## src/hw/rtl/mcfe_pkg.sv

```systemverilog
package mcfe_pkg;

	localparam int unsigned SpeedWidth = 16;
	localparam int unsigned ByteWidth  = 8;
	localparam int unsigned MagWidth   = 7;
	localparam int unsigned DigitWidth = 4;
	localparam int unsigned MotorCount = 4;
	localparam int unsigned FrameBytes = 22;

	localparam logic signed [SpeedWidth-1:0] SpeedMax = 16'sd100;
	localparam logic signed [SpeedWidth-1:0] SpeedMin = -16'sd100;
	localparam logic [MagWidth-1:0]          MagFull  = 7'd100;

	localparam logic [ByteWidth-1:0] CharZero    = 8'h30;
	localparam logic [ByteWidth-1:0] CharReverse = 8'h52;
	localparam logic [ByteWidth-1:0] CharForward = 8'h46;
	localparam logic [ByteWidth-1:0] CharCr      = 8'h0D;
	localparam logic [ByteWidth-1:0] CharLf      = 8'h0A;

	// Byte position inside one motor's five-byte group, then the line ending
	typedef enum logic [2:0] {
		POS_INDEX,
		POS_DIR,
		POS_HUND,
		POS_TENS,
		POS_ONES,
		POS_CR,
		POS_LF
	} pos_t;

	// Decimal form of one motor speed
	typedef struct packed {
		logic                  reverse;
		logic                  hund;
		logic [DigitWidth-1:0] tens;
		logic [DigitWidth-1:0] ones;
	} motor_code_t;

	typedef motor_code_t [MotorCount-1:0] frame_code_t;

endpackage

```

## src/hw/rtl/mcfe_cmd_if.sv

```systemverilog
interface mcfe_cmd_if;
	import mcfe_pkg::*;

	logic                         valid;
	logic                         ready;
	logic signed [SpeedWidth-1:0] speed_one;
	logic signed [SpeedWidth-1:0] speed_two;
	logic signed [SpeedWidth-1:0] speed_three;
	logic signed [SpeedWidth-1:0] speed_four;

	modport source (
		output valid, speed_one, speed_two, speed_three, speed_four,
		input  ready
	);

	modport sink (
		input  valid, speed_one, speed_two, speed_three, speed_four,
		output ready
	);

endinterface

```

## src/hw/rtl/mcfe_byte_if.sv

```systemverilog
interface mcfe_byte_if;
	import mcfe_pkg::*;

	logic                 valid;
	logic                 ready;
	logic [ByteWidth-1:0] frame_byte;
	logic                 frame_end;

	modport source (
		output valid, frame_byte, frame_end,
		input  ready
	);

	modport sink (
		input  valid, frame_byte, frame_end,
		output ready
	);

endinterface

```

## src/hw/rtl/mcfe_speed_enc.sv

```systemverilog
module mcfe_speed_enc (
	input  logic signed [mcfe_pkg::SpeedWidth-1:0] speed,
	output mcfe_pkg::motor_code_t                  code
);
	import mcfe_pkg::*;

	logic                       in_rev;
	logic                       in_fwd;
	logic [SpeedWidth-1:0]      neg_speed;
	logic [MagWidth-1:0]        mag;
	logic [MagWidth+ByteWidth-1:0] tens_prod;
	logic [DigitWidth-1:0]      tens_raw;
	logic [MagWidth-1:0]        tens_x10;
	logic [MagWidth-1:0]        ones_full;

	// Classify the speed; anything out of range encodes as forward zero
	always_comb begin
		in_rev    = (speed < 0) && (speed >= SpeedMin);
		in_fwd    = (speed >= 0) && (speed <= SpeedMax);
		neg_speed = SpeedWidth'(-speed);
		if (in_rev) begin
			mag = neg_speed[MagWidth-1:0];
		end else if (in_fwd) begin
			mag = speed[MagWidth-1:0];
		end else begin
			mag = '0;
		end
	end

	// Split magnitude into digits: divide by ten as multiply by 205, shift 11
	always_comb begin
		tens_prod = (MagWidth+ByteWidth)'(mag) * (MagWidth+ByteWidth)'(205);
		tens_raw  = tens_prod[MagWidth+ByteWidth-1:11];
		tens_x10  = MagWidth'({tens_raw, 3'b000}) + MagWidth'({tens_raw, 1'b0});
		ones_full = mag - tens_x10;

		code.reverse = in_rev;
		code.hund    = (mag == MagFull);
		code.tens    = code.hund ? '0 : tens_raw;
		code.ones    = ones_full[DigitWidth-1:0];
	end

endmodule

```

## src/hw/rtl/mcfe_frame_ser.sv

```systemverilog
module mcfe_frame_ser (
	input  logic                   clk,
	input  logic                   arst_n,
	input  logic                   load_valid,
	input  mcfe_pkg::frame_code_t  load_code,
	output logic                   load_ready,
	mcfe_byte_if.source            frame
);
	import mcfe_pkg::*;

	frame_code_t          code_q;
	logic                 busy_q;
	pos_t                 pos_q;
	logic [1:0]           motor_q;
	logic                 out_valid_q;
	logic [ByteWidth-1:0] out_byte_q;
	logic                 out_end_q;

	logic                 advance;
	logic                 emit;
	logic                 last_byte;
	motor_code_t          cur;
	logic [ByteWidth-1:0] next_byte;

	assign advance    = !out_valid_q || frame.ready;
	assign emit       = advance && busy_q;
	assign last_byte  = (pos_q == POS_LF);
	assign load_ready = !busy_q || (emit && last_byte);
	assign cur        = code_q[motor_q];

	// Pick the byte at the current frame position
	always_comb begin
		unique case (pos_q)
			POS_INDEX: next_byte = CharZero + ByteWidth'(motor_q) + ByteWidth'(1);
			POS_DIR:   next_byte = cur.reverse ? CharReverse : CharForward;
			POS_HUND:  next_byte = CharZero + ByteWidth'(cur.hund);
			POS_TENS:  next_byte = CharZero + ByteWidth'(cur.tens);
			POS_ONES:  next_byte = CharZero + ByteWidth'(cur.ones);
			POS_CR:    next_byte = CharCr;
			POS_LF:    next_byte = CharLf;
			default:   next_byte = CharLf;
		endcase
	end

	// Walk the frame: five bytes per motor, then CR and LF
	always_ff @(posedge clk or negedge arst_n) begin
		if (!arst_n) begin
			busy_q  <= 1'b0;
			pos_q   <= POS_INDEX;
			motor_q <= '0;
		end else if (load_valid && load_ready) begin
			busy_q  <= 1'b1;
			pos_q   <= POS_INDEX;
			motor_q <= '0;
		end else if (emit) begin
			if (last_byte) begin
				busy_q <= 1'b0;
			end else if (pos_q == POS_ONES && motor_q != 2'd3) begin
				pos_q   <= POS_INDEX;
				motor_q <= motor_q + 2'd1;
			end else begin
				pos_q <= pos_t'(pos_q + 3'd1);
			end
		end
	end

	// Hold the encoded frame while it drains
	always_ff @(posedge clk) begin
		if (load_valid && load_ready) begin
			code_q <= load_code;
		end
	end

	// Output register: take the next beat whenever the sink frees it
	always_ff @(posedge clk or negedge arst_n) begin
		if (!arst_n) begin
			out_valid_q <= 1'b0;
		end else if (advance) begin
			out_valid_q <= busy_q;
		end
	end

	always_ff @(posedge clk) begin
		if (emit) begin
			out_byte_q <= next_byte;
			out_end_q  <= last_byte;
		end
	end

	assign frame.valid      = out_valid_q;
	assign frame.frame_byte = out_byte_q;
	assign frame.frame_end  = out_end_q;

endmodule

```

## src/hw/rtl/motor_command_frame_encoder_unit.sv

```systemverilog
// Four-channel motor command frame encoder. Each beat on cmd carries four
// signed speeds and yields 22 beats on frame, one ASCII byte each: per motor
// the digit 1 to 4, 'R' (speed -100 to -1) or 'F', and the magnitude as three
// zero-padded digits; then CR and LF, where frame_end is set. Speeds outside
// -100 to 100 encode as F000. Output runs at one byte per cycle while the
// sink holds frame.ready high, through the single byte-wide output register.
// One command waits in the input register while the previous frame drains,
// so the next frame follows the last LF with no gap. A command accepted into
// an idle unit passes the input register and the serializer load before its
// first byte reaches the output register.
module motor_command_frame_encoder_unit (
	input  logic        clk,
	input  logic        arst_n,
	mcfe_cmd_if.sink    cmd,
	mcfe_byte_if.source frame
);
	import mcfe_pkg::*;

	logic                         cmd_valid_s1;
	logic signed [SpeedWidth-1:0] speed_s1 [MotorCount];
	frame_code_t                  code;
	logic                         load_ready;

	// Input register: free when empty or when its command moves on
	assign cmd.ready = !cmd_valid_s1 || load_ready;

	always_ff @(posedge clk or negedge arst_n) begin
		if (!arst_n) begin
			cmd_valid_s1 <= 1'b0;
		end else if (cmd.ready) begin
			cmd_valid_s1 <= cmd.valid;
		end
	end

	always_ff @(posedge clk) begin
		if (cmd.valid && cmd.ready) begin
			speed_s1[0] <= cmd.speed_one;
			speed_s1[1] <= cmd.speed_two;
			speed_s1[2] <= cmd.speed_three;
			speed_s1[3] <= cmd.speed_four;
		end
	end

	// Encode each speed into direction and decimal digits
	for (genvar m = 0; m < MotorCount; m++) begin : g_enc
		mcfe_speed_enc u_enc (
			.speed (speed_s1[m]),
			.code  (code[m])
		);
	end

	mcfe_frame_ser u_ser (
		.clk        (clk),
		.arst_n     (arst_n),
		.load_valid (cmd_valid_s1),
		.load_code  (code),
		.load_ready (load_ready),
		.frame      (frame)
	);

endmodule
```

## src/flat_wrapper.sv

```systemverilog
// flat-port wrapper written by rule: the top's interface ports become plain ports
module motor_command_frame_encoder_unit_flat import mcfe_pkg::*;
  (clk, arst_n, cmd_valid, cmd_speed_one, cmd_speed_two, cmd_speed_three, cmd_speed_four, cmd_ready, frame_valid, frame_frame_byte, frame_frame_end, frame_ready);
  mcfe_cmd_if cmd_i ();
  mcfe_byte_if frame_i ();
  input  logic clk;
  input  logic arst_n;
  input wire logic [$bits(cmd_i.valid)-1:0] cmd_valid;
  input wire logic [$bits(cmd_i.speed_one)-1:0] cmd_speed_one;
  input wire logic [$bits(cmd_i.speed_two)-1:0] cmd_speed_two;
  input wire logic [$bits(cmd_i.speed_three)-1:0] cmd_speed_three;
  input wire logic [$bits(cmd_i.speed_four)-1:0] cmd_speed_four;
  output wire logic [$bits(cmd_i.ready)-1:0] cmd_ready;
  output wire logic [$bits(frame_i.valid)-1:0] frame_valid;
  output wire logic [$bits(frame_i.frame_byte)-1:0] frame_frame_byte;
  output wire logic [$bits(frame_i.frame_end)-1:0] frame_frame_end;
  input wire logic [$bits(frame_i.ready)-1:0] frame_ready;
  assign cmd_i.valid = cmd_valid;
  assign cmd_i.speed_one = cmd_speed_one;
  assign cmd_i.speed_two = cmd_speed_two;
  assign cmd_i.speed_three = cmd_speed_three;
  assign cmd_i.speed_four = cmd_speed_four;
  assign cmd_ready = cmd_i.ready;
  assign frame_valid = frame_i.valid;
  assign frame_frame_byte = frame_i.frame_byte;
  assign frame_frame_end = frame_i.frame_end;
  assign frame_i.ready = frame_ready;
  motor_command_frame_encoder_unit u_core (.clk(clk), .arst_n(arst_n), .cmd(cmd_i), .frame(frame_i));
endmodule
```

## config.mk

```make
export PLATFORM = sky130hd
export DESIGN_NAME = motor_command_frame_encoder_unit_flat
export DESIGN_NICKNAME = d
export VERILOG_FILES = /design/src/hw/rtl/mcfe_pkg.sv /design/src/hw/rtl/mcfe_cmd_if.sv /design/src/hw/rtl/mcfe_byte_if.sv /design/src/hw/rtl/mcfe_speed_enc.sv /design/src/hw/rtl/mcfe_frame_ser.sv /design/src/hw/rtl/motor_command_frame_encoder_unit.sv /design/src/flat_wrapper.sv
export SDC_FILE = /design/constraint.sdc
export NUM_CORES = 1
export LEC_CHECK = 0
export BUFFER_PORTS_ARGS = -buffer_cell sky130_fd_sc_hd__buf_2
export CORE_ASPECT_RATIO = 0.5
export CORE_UTILIZATION = 56
export CTS_CLUSTER_SIZE = 16
export DETAILED_ROUTE_END_ITERATION = 7
export GPL_TIMING_DRIVEN = 1
export PLACE_DENSITY = 0.78
export SLEW_MARGIN = 20
export SYNTH_ARGS = -nofsm -noshare
export SYNTH_HDL_FRONTEND = slang
export SYNTH_SLANG_ARGS = --single-unit
```

## constraint.sdc

```tcl
create_clock -name clk -period 6.1 [get_ports clk]
set_clock_uncertainty 0.15 [all_clocks]
set_input_delay 1.22 -clock clk [delete_from_list [all_inputs] [get_ports clk]]
set_output_delay 1.22 -clock clk [all_outputs]
set_load 0.01 [all_outputs]
```

# --- Word-level counts from Yosys, hierarchy flattened ---
# Memory sizes are Yosys's and may differ from the RTL's.
# Cells that the tools add are included.
totals:
  ram_bits: 64
  reg_bits: 57
  elab_cells: 127
  n_memories: 1
classes:
  order_cmp: 17
  n_eq_ne: 12
  reduce_logical: 26
  mux: 25
  n_addsub: 19
  multipliers: 4
memory_table:
  columns: ["memory", "words", "width", "rd", "rd_ports_with_merged_regs", "write_ports", "line", "text"]
  rows:
  - ["u_core.speed_s1", 4, 16, 4, 0, 4, "motor_command_frame_encoder_unit.sv:20", "logic signed [SpeedWidth-1:0] speed_s1 [MotorCount];"]
ops:
  columns: ["cell", "count"]
  rows:
  - ["$ge 16x1->1 const B", 4]
  - ["$ge 16x8->1 const B", 4]
  - ["$le 16x8->1 const B", 4]
  - ["$lt 16x1->1 const B", 4]
  - ["$mul 7x8->15 const B", 4]
  - ["$mux 7", 8]
  - ["$pmux 8 s6", 1]
  - ["$eq 7x7->1 const B", 4]
  - ["$neg 7->7", 4]
  - ["$bmux 10 s2", 1]
  - ["$add 4x4->4", 4]
  - ["$sub 4x4->4", 4]
  - ["$add 6x4->7 const A", 2]
  - ["$logic_and 1x1->1", 13]
  - ["$mux 3", 4]
  - ["$mux 10", 1]
  - ["$eq 3x3->1 const B", 3]
  - ["$add 7x1->8 const B", 1]
  - ["$mux 2", 4]
  - ["$add 6x1->7 const A", 1]
  - ["$add 6x2->7 const A", 1]
  - ["$eq 3x2->1 const B", 2]
  - ["$reduce_bool 2->1", 3]
  - ["$mux 1", 5]
  - ["other kinds (12)", 17]

# --- Depth between registers and ports, before layout ---
# Gate-level depths: netlist of run 1.
depth:
  word_depth: 9
  ltp_mapped: 28
  mapped_depth_nobuf: 28

# --- Hierarchy ---
# From an unflattened synthesis of run 1, not the netlist that was laid out.
unflattened:
  hier_cells: 847
  hier_area_um2: 9699.3
by_module_without_submodules:
  columns: ["mod", "n_inst", "area_per_inst_um2", "cells_per_inst", "seq_area_each_um2"]
  rows:
  - ["mcfe_frame_ser", 1, 2294.7, 132, 1616.6]
  - ["motor_command_frame_encoder_unit", 1, 1975.6, 68, 1946.9]
  - ["mcfe_speed_enc (u_core.g_enc[2].u_enc)", 1, 1390.1, 171, 0.0]
  - ["mcfe_speed_enc (u_core.g_enc[0].u_enc)", 1, 1366.3, 166, 0.0]
  - ["mcfe_speed_enc (u_core.g_enc[3].u_enc)", 1, 1343.8, 156, 0.0]
  - ["mcfe_speed_enc (u_core.g_enc[1].u_enc)", 1, 1328.8, 154, 0.0]

# --- Worst setup path before layout of run 1 ---
# No wires, ideal clock.
synth_timing:
  kind: "flip-flop to flip-flop"
  from: "memory u_core.speed_s1[1][2]"
  to: "register u_core.u_ser.code_q[13] in the netlist's numbering (data pin)"
  setup_ps: 279
  stages_incl_launch_ff: 28
  t_required_ps: 5671
  path_slack_ps: 220
  n_path_buf: 1
  t_arrival_ps: 5451
  cell_sequence: "edfxtp_1 a311oi_1 or4_1 clkbuf_1 inv_2 and3_1 a221o_1 ha_1 inv_1 fa_1 inv_1 ha_1 inv_1 fa_1 inv_1 ha_1 a21o_1 a21o_1 a21o_1 nor3_1 a21o_1 nor2b_1 xnor2_1 ha_1 nand2_1 o311ai_1 xnor2_1 xnor2_1"
synth_rtl:
  columns: ["item", "line", "text"]
  rows:
  - ["start: declaration", "motor_command_frame_encoder_unit.sv:20", null]
  - ["end signal: assignment", "mcfe_frame_ser.sv:70", "code_q <= load_code;"]
  - ["end: declaration", "mcfe_frame_ser.sv:11", "frame_code_t code_q;"]

==> results of run 1 <==
[critical path, cell delays in order (launching register included)]
cell      delay, ns
edfxtp_1       0.45
inv_2          0.11
ha_4           0.15
inv_2          0.04
or3_4          0.37
xor2_1         0.17
a22o_2         0.27
ha_4           0.28
inv_2          0.03
fa_1           0.51
inv_2          0.05
ha_4           0.26
inv_2          0.03
fa_1           0.49
inv_1          0.05
ha_2           0.16
a21o_1         0.18
or3_4          0.38
a211o_1        0.29
a311o_1        0.39
a21oi_2        0.21
xnor2_2        0.15
ha_2           0.22
xor2_2         0.17
xnor2_1        0.15
xnor2_1        0.09
[cell families after synthesis]
group | count (synthesis) | share of synthesized area
other | 1 | 0.000396
AND/OR/NAND/NOR | 217 | 0.118
AO/OA/AOI/OAI | 126 | 0.0976
XOR/XNOR | 36 | 0.0333
multiplexers | 15 | 0.0294
flip-flops | 120 | 0.377
buffers and inverters | 138 | 0.0556
adder cells (fa/ha/maj) | 199 | 0.289
[worst max path at each step]
stage                     slack [ns]                   from                 endpoint
after floorplan                 0.22  u_core.speed_s1[1][2]  u_core.u_ser.code_q[13]
after global placement          0.12  u_core.speed_s1[3][0]  u_core.u_ser.code_q[33]
after detailed placement       -0.07  u_core.speed_s1[3][0]  u_core.u_ser.code_q[33]
after CTS                       0.01  u_core.speed_s1[3][0]  u_core.u_ser.code_q[33]
after global routing           -0.19  u_core.speed_s1[0][0]   u_core.u_ser.code_q[3]
final                           0.03  u_core.speed_s1[0][0]   u_core.u_ser.code_q[3]
[cell usage in the layout, fill, tap and decap left out, types with 11 or more instances in the layout]
master and instances:
a21o_1 16, a21oi_1 17, buf_2 77, buf_4 47, clkbuf_16 19, edfxtp_1 112, fa_1 32, ha_1 160
inv_1 115, inv_2 11, nand2_1 49, nand3_1 18, nor2_1 43, nor2b_1 15, nor3_1 14, o21ai_0 13
xnor2_1 23, xor2_1 11
[report_power, final]
part,switching (mW),internal (mW)
Sequential,0.0863,0.998
Combinational,0.206,0.185
Clock,0.370,0.578
[sequential cells by signal (all words and copies together) (netlist names)]
signal                         flops
u_core.cmd_valid_s1                1
u_core.u_ser.frame.frame_byte      7
u_core.u_ser.frame.valid           1
u_core.u_ser.busy_q                1
u_core.u_ser.pos_q                 3
u_core.speed_s1                   64
u_core.u_ser.motor_q               2
u_core.u_ser.frame.frame_end       1
u_core.u_ser.code_q               40
[stage by stage]
step | instance area (sq um) | setup WS (ns) | total power, mW | cells
after floorplan | 9460 | 0.220 | 1.33 | 852
after global placement | 10300 | 0.116 | 1.45 | 1174
after detailed placement | 10300 | -0.0679 | 1.46 | 1174
after CTS | 10900 | 0.0146 | 2.42 | 1206
after global routing | 11200 | -0.186 | 2.52 | 1223
final | 11200 | 0.0315 | 2.42 | 1223
[timing repair]
| item | 4_1_cts | 5_1_grt |
|---|---|---|
| resized for setup | 2 | 48 |
| buffers inserted | 0 | 17 |
| endpoints found under the setup margin | 1 | 7 |
| pin swaps | 0 | 26 |
| hold buffers | 0 | 0 |
[Yosys cell counts, types with 3 or more instances]
library cell  number
ha_1             167
inv_1            121
edfxtp_1         112
nand2_1           50
nor2_1            43
fa_1              32
xnor2_1           24
nor3_1            20
a21oi_1           19
nand3_1           19
o21ai_0           17
a21o_1            16
nor2b_1           16
or3_1             12
xor2_1            12
mux4_2            10
clkbuf_1           9
and2_1             8
dfrtp_1            8
or2_2              8
and3_1             7
a22oi_1            6
nand4_1            6
o21ai_1            6
or4_1              6
a22o_1             5
and4_1             5
inv_2              5
nor4_1             5
o21a_1             5
a211oi_1           4
a311oi_1           4
o211ai_1           4
o31ai_1            4
mux2i_1            3
o311a_1            3
o311ai_1           3
[cell type report]
cell class | count | area [sq um] | area share
repair buffers | 124 | 738 | 0.0660
inverters | 126 | 473 | 0.0423
flip-flops and latches | 120 | 3560 | 0.319
multi-input cells | 594 | 5560 | 0.497
well taps | 227 | 284 | 0.0254
clock buffers | 22 | 497 | 0.0444
clock inverters | 10 | 65.1 | 0.00582
[metal layers]
| layer | vias to the layer above | global-route usage | routed length, microns |
|---|---|---|---|
| li1 | 3337 | - | - |
| met1 | 3234 | 0.318 | 9190 |
| met2 | 182 | 0.398 | 9520 |
| met3 | 31 | 0.0535 | 1010 |
| met4 | 0 | 0.0833 | 330 |
| met5 | - | 0 | 0 |
==> summary.md, run 1 <==
| Metric | Value |
|---|---|
| Required @ worst endpoint | `6.11 ns` |
| Pin count of the biggest net entering global routing | `43` |
| H-tree depth | `4` |
| Number of flops mapped to enable cells by yosys | `112` |
| R2r worst-path depth | `25` |
| Initial antenna violation count | `0` |
| Clock Sinks | `120` |
| Total CTS buffers | `17` |
| Initial DRT Pass Iterations | `5` |
| Final setup vio count | `0` |
| Synthesized area | `9460 sq um` |
| Hold slack | `about 0.35 ns` |
| HP Start | `u_core.cmd_valid_s1` |
| Register area share after synthesis | `0.377` |
| Die area | `17400 sq um` |
| R2R Setup Slk | `0.03 ns` |
| First-pass GRT wire length | `32200 microns` |
| CTS tree | `done` |
| Peak VDD IR | `0.187 mV` |
| Fmax | `roughly 160 MHz` |
| Synth Flop Type | `edfxtp_1` |
| Clk slew on worst S/H paths | `about 0.060 ns` |
| Post-synthesis register bit count | `120` |
| Fraction of layout cells with a size suffix above 1 | `0.232` |
| Worst hold path type | `reg2reg` |
| Final core utilization | `0.680` |
| Ports | `79` |
| Final Net Count | `1250` |
| Area Overhead vs Synth | `18.2%` |
| Post-DP HPWL | `roughly 15000 microns` |
| GPL Wtd Cong | `0.901` |
| Bufs on Longest Clock Path | `2` |
| CP Class | `reg2reg` |
| P_leak | `between 5 and 6 nW` |
| Synth area leaders | `edfxtp_1, ha_1, fa_1` |
| Worst hold path depth | `1` |
| Routed len/inst | `16.4 microns` |
| Library cells used by synthesis | `72` |
| Residual DRC | `0` |
| Max FO, Critical Path | `5` |
| Startpoint types | `flop` |
| Overflow after GRT | `0` |
| Cells after synthesis | `852` |
| FP Rows | `33` |
| Crit path time final | `6.07 ns` |
| Crit share post-route | `0.995` |
| FF-to-FF End | `u_core.u_ser.code_q[3]` |
| Number of fill cells in the layout | `1217` |
| RSZ-0062 raised after global routing | `yes` |
| Routed vias/inst | `5.55` |
| Max-slew violation count | `0` |
| Total negative slack | `0 ns` |
| Total track usage | `0.242` |
| Worst hold endpoint | `u_core.u_ser.busy_q` |
| WL final | `between 20000 and 25000 microns` |
| Starting Density | `0.576` |
| Max cap viols | `0` |
| Vias in the first global route | `6686` |
| Worst-Margin Slew | `0.928 ns` |
| Clock root buffer | `clkbuf_16` |
| Initial DRC count | `356` |
| Synth area leader | `edfxtp_1` |
| Fin. Hold Viols | `0` |
| Placeable Area | `16400 sq um` |
| Antenna Cells | `0` |
| IO buf count | `77` |
| Rel. slew slack | `0.375` |
| Via count | `6784` |
| Synth warn | `0` |
| Synth Net Count | `about 1100` |
| Power Dens Cells | `217 nW/um^2` |
| Chip height | `~94 microns` |
| Die width | `around 190 microns` |
| Reg2reg start | `u_core.speed_s1[0][0]` |
| Worst-skew pair later-pin latency | `0.42 ns` |
| Post-route ant nets | `0` |
| Outcome | `finished clean` |
| Crit path DAT | `6.08 ns` |
| Crit. End Element | `flop` |
| FFs w/ async S/R, synth | `0.0667` |
| Yosys top cell area share | `0.356` |
| Syn avg cell area | `11.1 sq um` |
(Power assumes the default switching activity.)
==> run 2: changes to the inputs <==
--- a/config.mk
+++ b/config.mk
@@ -5,14 +5,15 @@
 export SDC_FILE = /design/constraint.sdc
 export NUM_CORES = 1
 export LEC_CHECK = 0
+export ABC_AREA = 1
 export BUFFER_PORTS_ARGS = -buffer_cell sky130_fd_sc_hd__buf_2
 export CORE_ASPECT_RATIO = 0.5
 export CORE_UTILIZATION = 56
 export CTS_CLUSTER_SIZE = 16
 export DETAILED_ROUTE_END_ITERATION = 7
 export GPL_TIMING_DRIVEN = 1
-export PLACE_DENSITY = 0.78
-export SLEW_MARGIN = 20
+export PLACE_DENSITY_LB_ADDON = 0.15
+export SLEW_MARGIN = 0
 export SYNTH_ARGS = -nofsm -noshare
 export SYNTH_HDL_FRONTEND = slang
 export SYNTH_SLANG_ARGS = --single-unit
==> summary.md, run 2 <==
| Metric | Value |
|---|---|
| Clock root buffer | `clkbuf_16` |
| Worst-Margin Slew | `~1.1 ns` |
| Placeable Area | `17500 sq um` |
| Post-placement cell area | `10700 sq um` |
| Chip height | `96.8 microns` |
| GPL Wtd Cong | `between 0.9 and 1` |
| Commonest non-fill, non-tap cells in the layout | `inv_1, nand2_1, ha_1` |
| Peak VDD IR | `0.192 mV` |
| Routed vias/inst | `5.30` |
| Fin. Hold Viols | `0` |
| IO buf count | `77` |
| Pin count of the biggest net entering global routing | `42` |
| Final core utilization | `0.652` |
| Bufs on Longest Clock Path | `2` |
| Slack of the critical path | `approximately 0.37 ns` |
| Hold slack | `0.364 ns` |
| Area Overhead vs Synth | `13.3%` |
| Total track usage | `0.237` |
| Fraction of layout cells with a size suffix above 1 | `0.114` |
| Pwr Total | `2.56 mW` |
| H-tree depth | `4` |
| Max reg flops | `64` |
| Worst hold path type | `reg2reg` |
| Synthesized area | `a little over 10000 sq um` |
| Yosys top cell area share | `0.334` |
| DP Cell Count | `around 1500` |
| Required @ worst endpoint | `6.12 ns` |
| Number of flops mapped to enable cells by yosys | `112` |
| Cells after synthesis | `approximately 1100` |
| Final cell count without fillers | `1485` |
| Synth area leaders | `edfxtp_1, ha_1, inv_1` |
| Dpl ws | `0.311 ns` |
| Routed len/inst | `14.0 microns` |
| Final setup vio count | `0` |
| Crit. End Element | `flop` |
| Most numerous cell in the Yosys netlist | `inv_1` |
| Crit path time final | `about 5.7 ns` |
| Syn avg cell area | `8.78 sq um` |
| Worst-skew pair later-pin latency | `~0.42 ns` |
| Hold bufs inserted after CTS | `0` |
| Final Net Count | `1505` |
| Largest register by flop count | `u_core.speed_s1` |
| CP Class | `reg2reg` |
| Fmax | `174 MHz` |
| Total CTS buffers | `17` |
| Die area | `18500 sq um` |
| Max cap viols | `0` |
| Post-synthesis register bit count | `120` |
| Post-Layout Inst Area | `11400 sq um` |
| Antenna Cells | `0` |
| P_leak | `5.94 nW` |
| Post-route ant nets | `0` |
| Clock Sinks | `120` |
| Number of fill cells in the layout | `1446` |
| Vias in the first global route | `7753` |
| CP max-delay cell | `fa_1` |
| Initial DRT Pass Iterations | `5` |
| Overflow after GRT | `0` |
| Max-slew violation count | `0` |
| Crit path DAT | `5.76 ns` |
| Register area share after synthesis | `0.354` |
| Synth warn | `0` |
| FFs w/ async S/R, synth | `0.0667` |
| Clk slew on worst S/H paths | `0.06 ns` |
| Synth Flop Type | `edfxtp_1` |
| Crit share post-route | `0.940` |
| Rel. slew slack | `0.265` |
| Worst path most repeated cell | `nand2_1` |
| Top post-synthesis cells by count | `inv_1, nand2_1, ha_1, edfxtp_1, nor2_1` |
| Synth area leader | `edfxtp_1` |
| CP peak stage delay | `0.54 ns` |
| FP Rows | `34` |
| WL final | `20700 microns` |
| Residual DRC | `0` |
| CTS tree | `done` |
| First-pass GRT wire length | `34900 microns` |
| Total negative slack | `0 ns` |
| Library cells used by synthesis | `50` |
| Outcome | `finished clean` |
| Ports | `79` |
| Via count | `7874` |
| Power Dens Cells | `between 200 and 250 nW/um^2` |
| Synth Net Count | `1413` |
| Initial DRC count | `443` |
| Starting Density | `0.576` |
| Die width | `about 190 microns` |
| Most common cell after layout, fill and taps aside | `inv_1` |
| Post-DP HPWL | `16300 microns` |
| Initial antenna violation count | `0` |
| Startpoint types | `flop` |
| Max FO, Critical Path | `4` |
[run 2: report_power, final]
part	internal (mW)	total, mW	switching (mW)
Clock	0.692	1.05	0.355
Sequential	1.02	1.09	0.0744
Combinational	0.150	0.417	0.267
Total	1.86	2.56	0.696
[run 2: logic make-up (layout without fill, tap and decap cells)]
group / count (synthesis) / after routing / share of synthesized area
compound gates: 140 / 140 / 0.0807
fa+ha+maj: 199 / 199 / 0.271
flops: 120 / 120 / 0.354
simple gates: 438 / 438 / 0.191
other cells: 1 / 1 / 0.000373
buf+inv: 229 / 334 / 0.0858
xor+xnor: 19 / 19 / 0.0165
[run 2: repair_timing]
action	in CTS	in global routing
resized for setup	0	12
setup endpoints to repair	0	3
setup buffers	0	2
[run 2: worst paths after layout]
| check | start | endpoint | slack, ns | depth (start not counted) |
|---|---|---|---|---|
| worst max-delay path | u_core.speed_s1[2][0] | u_core.u_ser.code_q[23] | 0.37 | 34 |
| min in group asynchronous | arst_n | u_core.u_ser.frame.valid | 0.50 | 1 |
| worst max register to register | u_core.speed_s1[2][0] | u_core.u_ser.code_q[23] | 0.37 | 34 |
| max in group asynchronous | arst_n | u_core.u_ser.motor_q[0] | 5.13 | 1 |
| worst min-delay path | u_core.cmd_valid_s1 | u_core.u_ser.busy_q | 0.36 | 2 |
| worst min register to register | u_core.cmd_valid_s1 | u_core.u_ser.busy_q | 0.36 | 2 |
[run 2: critical path: cells and delay by family (launching register included)]
kind                       cells  cell delay (ns)
buffers and inverters          8             0.58
xor gates and xnor gates       1             0.26
and+or+nand+nor               13             1.12
adders and majority gates      7             2.37
AOI/OAI and AO/OA              5             0.61
DFF                            1             0.38
[run 2: layout make-up]
cell class                 count  area [sq um]  share of cell area
clock inverter                 9           149              0.0131
sequential                   120          3560               0.312
multi-input combinational    797          5700               0.500
clock buffer                  23           458              0.0401
inverter                     221           830              0.0727
tap                          234           293              0.0257
timing repair buffer          81           415              0.0364
[run 2: per-layer routing]
layer	wire length, microns	part of all wire	up-vias	GRT usage
li1	-	-	4014	-
met1	9840	0.47	3651	0.306
met2	9780	0.47	183	0.414
met3	893	0.043	26	0.0468
met4	209	0.010	0	0.0458
met5	0	0	-	0
==> run 3: changes to the inputs <==
--- a/config.mk
+++ b/config.mk
@@ -8,7 +8,7 @@
 export ABC_AREA = 1
 export BUFFER_PORTS_ARGS = -buffer_cell sky130_fd_sc_hd__buf_2
 export CORE_ASPECT_RATIO = 0.5
-export CORE_UTILIZATION = 56
+export CORE_UTILIZATION = 60
 export CTS_CLUSTER_SIZE = 16
 export DETAILED_ROUTE_END_ITERATION = 7
 export GPL_TIMING_DRIVEN = 1
==> constraint.sdc (replaced) <==
create_clock -name clk -period 7.2 [get_ports clk]
set_clock_uncertainty 0.15 [all_clocks]
set_input_delay 1.44 -clock clk [delete_from_list [all_inputs] [get_ports clk]]
set_output_delay 1.44 -clock clk [all_outputs]
set_load 0.01 [all_outputs]
==> summary.md, run 3 (same netlist as run 2, synthesis figures left out) <==
| Metric | Value |
|---|---|
| Pin count of the biggest net entering global routing | `65` |
| Final setup vio count | `0` |
| Post-DP HPWL | `15700 microns` |
| Clk pwr share | `0.392` |
| Total negative slack | `0 ns` |
| Switching fraction of total power | `0.285` |
| Commonest non-fill, non-tap cells in the layout | `inv_1, nand2_1, ha_1` |
| IO buf count | `77` |
| Final Net Count | `1503` |
| Post-CTS setup buffers | `0` |
| Comb power frac | `0.165` |
| Vias in the first global route | `between 7000 and 8000` |
| Share of power burned in registers | `0.443` |
| P_leak | `just under 6 nW` |
| Hold bufs inserted after CTS | `0` |
| Die area | `17300 sq um` |
| Rel. slew slack | `0.433` |
| Post-cts repair resize count | `0` |
| Clk slew on worst S/H paths | `0.06 ns` |
| Fin. Hold Viols | `0` |
| Worst hold path depth | `2` |
| Fraction of layout cells with a size suffix above 1 | `0.107` |
| Via count | `7767` |
| Crit share post-route | `0.821` |
| Max FO, Critical Path | `4` |
| Crit path DAT | `5.93 ns` |
| CTS tree | `done` |
| Chip height | `93.6 microns` |
| CP Class | `reg2reg` |
| Largest register by flop count | `u_core.speed_s1` |
| FP Rows | `33` |
| Required @ worst endpoint | `7.22 ns` |
| Ports | `approximately 80` |
| Routed len/inst | `13.4 microns` |
| Initial DRC count | `about 500` |
| Power Internal | `~1.5 mW` |
| Overflow after GRT | `0` |
| GPL Wtd Cong | `~0.93` |
| First-pass GRT wire length | `~34000 microns` |
| Max cap viols | `0` |
| Clock root buffer | `clkbuf_16` |
| Placeable Area | `roughly 16000 sq um` |
| Bufs on Longest Clock Path | `2` |
| Post-route ant nets | `0` |
| Worst-Margin Slew | `0.850 ns` |
| Max-slew violation count | `0` |
| Worst hold path type | `reg2reg` |
| Total CTS buffers | `17` |
| Initial DRT Pass Iterations | `5` |
| Worst-skew pair later-pin latency | `about 0.42 ns` |
| CP max-delay cell | `fa_1` |
| Residual DRC | `0` |
| Total track usage | `0.247` |
| Initial antenna violation count | `0` |
| Crit path time final | `5.91 ns` |
| Outcome | `finished clean` |
| Starting Density | `0.614` |
| CP peak stage delay | `0.54 ns` |
| Peak VDD IR | `between 0.2 and 0.25 mV` |
| Most common cell after layout, fill and taps aside | `inv_1` |
| Clock Sinks | `120` |
| RSZ-0062 raised after global routing | `no` |
| Die width | `around 190 microns` |
| Antenna Cells | `0` |
| WL final | `between 15000 and 20000 microns` |
| Max reg flops | `64` |
| Crit. End Element | `flop` |
| Switching power total | `0.597 mW` |
| Power Dens Cells | `between 150 and 200 nW/um^2` |
| Area Overhead vs Synth | `12.2%` |
| H-tree depth | `4` |
| R2r worst-path depth | `34` |
| Fmax | `approximately 170 MHz` |
| Routed vias/inst | `around 5.3` |
| Startpoint types | `flop` |
| Pwr Total | `2.09 mW` |
[run 3: cell count changes in the layout (fill, tap and decap cells not counted), moves of 2 or more]
cell	before	now
o21ai_0	42	45
a21oi_2	4	2
clkinvlp_4	0	3
clkbuf_1	5	3
bufinv_16	4	2
o21ai_1	7	4
buf_4	4	2
a21oi_1	46	48
[run 3: through the flow]
| step | instance area [sq um] | hold slack [ns] | utilization | std cells | worst slack [ns] |
|---|---|---|---|---|---|
| detailed placement | 10700 | 0.364 | 0.655 | 1444 | 1.38 |
| global route | 11300 | 0.431 | 0.689 | 1476 | 0.890 |
| global placement | 10700 | 0.357 | 0.655 | 1444 | 1.45 |
| floorplan | 10100 | 0.303 | - | 1146 | 2.04 |
| CTS | 11300 | 0.396 | 0.689 | 1476 | 1.32 |
| finish | 11300 | 0.394 | 0.689 | 1476 | 1.29 |
[run 3: final timing paths]
path,from,slack [ns],end
max in group asynchronous,arst_n,6.02,u_core.u_ser.motor_q[0]
worst min-delay path,u_core.u_ser.busy_q,0.39,u_core.u_ser.frame.valid
worst max-delay path,u_core.speed_s1[2][1],1.29,u_core.u_ser.code_q[23]
worst max register to register,u_core.speed_s1[2][1],1.29,u_core.u_ser.code_q[23]
worst min register to register,u_core.u_ser.busy_q,0.39,u_core.u_ser.frame.valid
min in group asynchronous,arst_n,0.71,u_core.u_ser.frame.valid
[run 3: final cells by class]
| cell class | count | area (sq um) |
|---|---|---|
| clock buffer | 20 | 437 |
| clock inverter | 12 | 128 |
| fill | 1294 | 5100 |
| inverter | 221 | 830 |
| multi-input combinational | 797 | 5650 |
| sequential | 120 | 3560 |
| tap | 227 | 284 |
| timing repair buffer | 79 | 400 |
[run 3: worst max-delay path, delay by kind of cell (launching register included)]
| family | cells | cell delay (ns) |
|---|---|---|
| AOI/OAI and AO/OA | 5 | 0.68 |
| and+or+nand+nor | 13 | 1.16 |
| DFF | 1 | 0.42 |
| adders and majority gates | 7 | 2.43 |
| xor gates and xnor gates | 1 | 0.25 |
| buffers and inverters | 8 | 0.57 |
[run 3: power groups by stage]
stage          Combinational [mW]  Clock [mW]  Sequential [mW]
2_1_floorplan               0.248           0            0.925
3_3_place_gp                0.339           0            0.938
3_5_place_dp                0.344           0            0.939
4_1_cts                     0.345       0.828            0.926
5_1_grt                     0.394       0.858            0.939
6_report                    0.346       0.821            0.927
[run 3: layer usage]
| layer | wire length, microns | part of all wire | GRT usage |
|---|---|---|---|
| met1 | 9610 | 0.48 | 0.317 |
| met2 | 9060 | 0.46 | 0.419 |
| met3 | 921 | 0.046 | 0.0549 |
| met4 | 251 | 0.013 | 0.0716 |
| met5 | 0 | 0 | 0 |
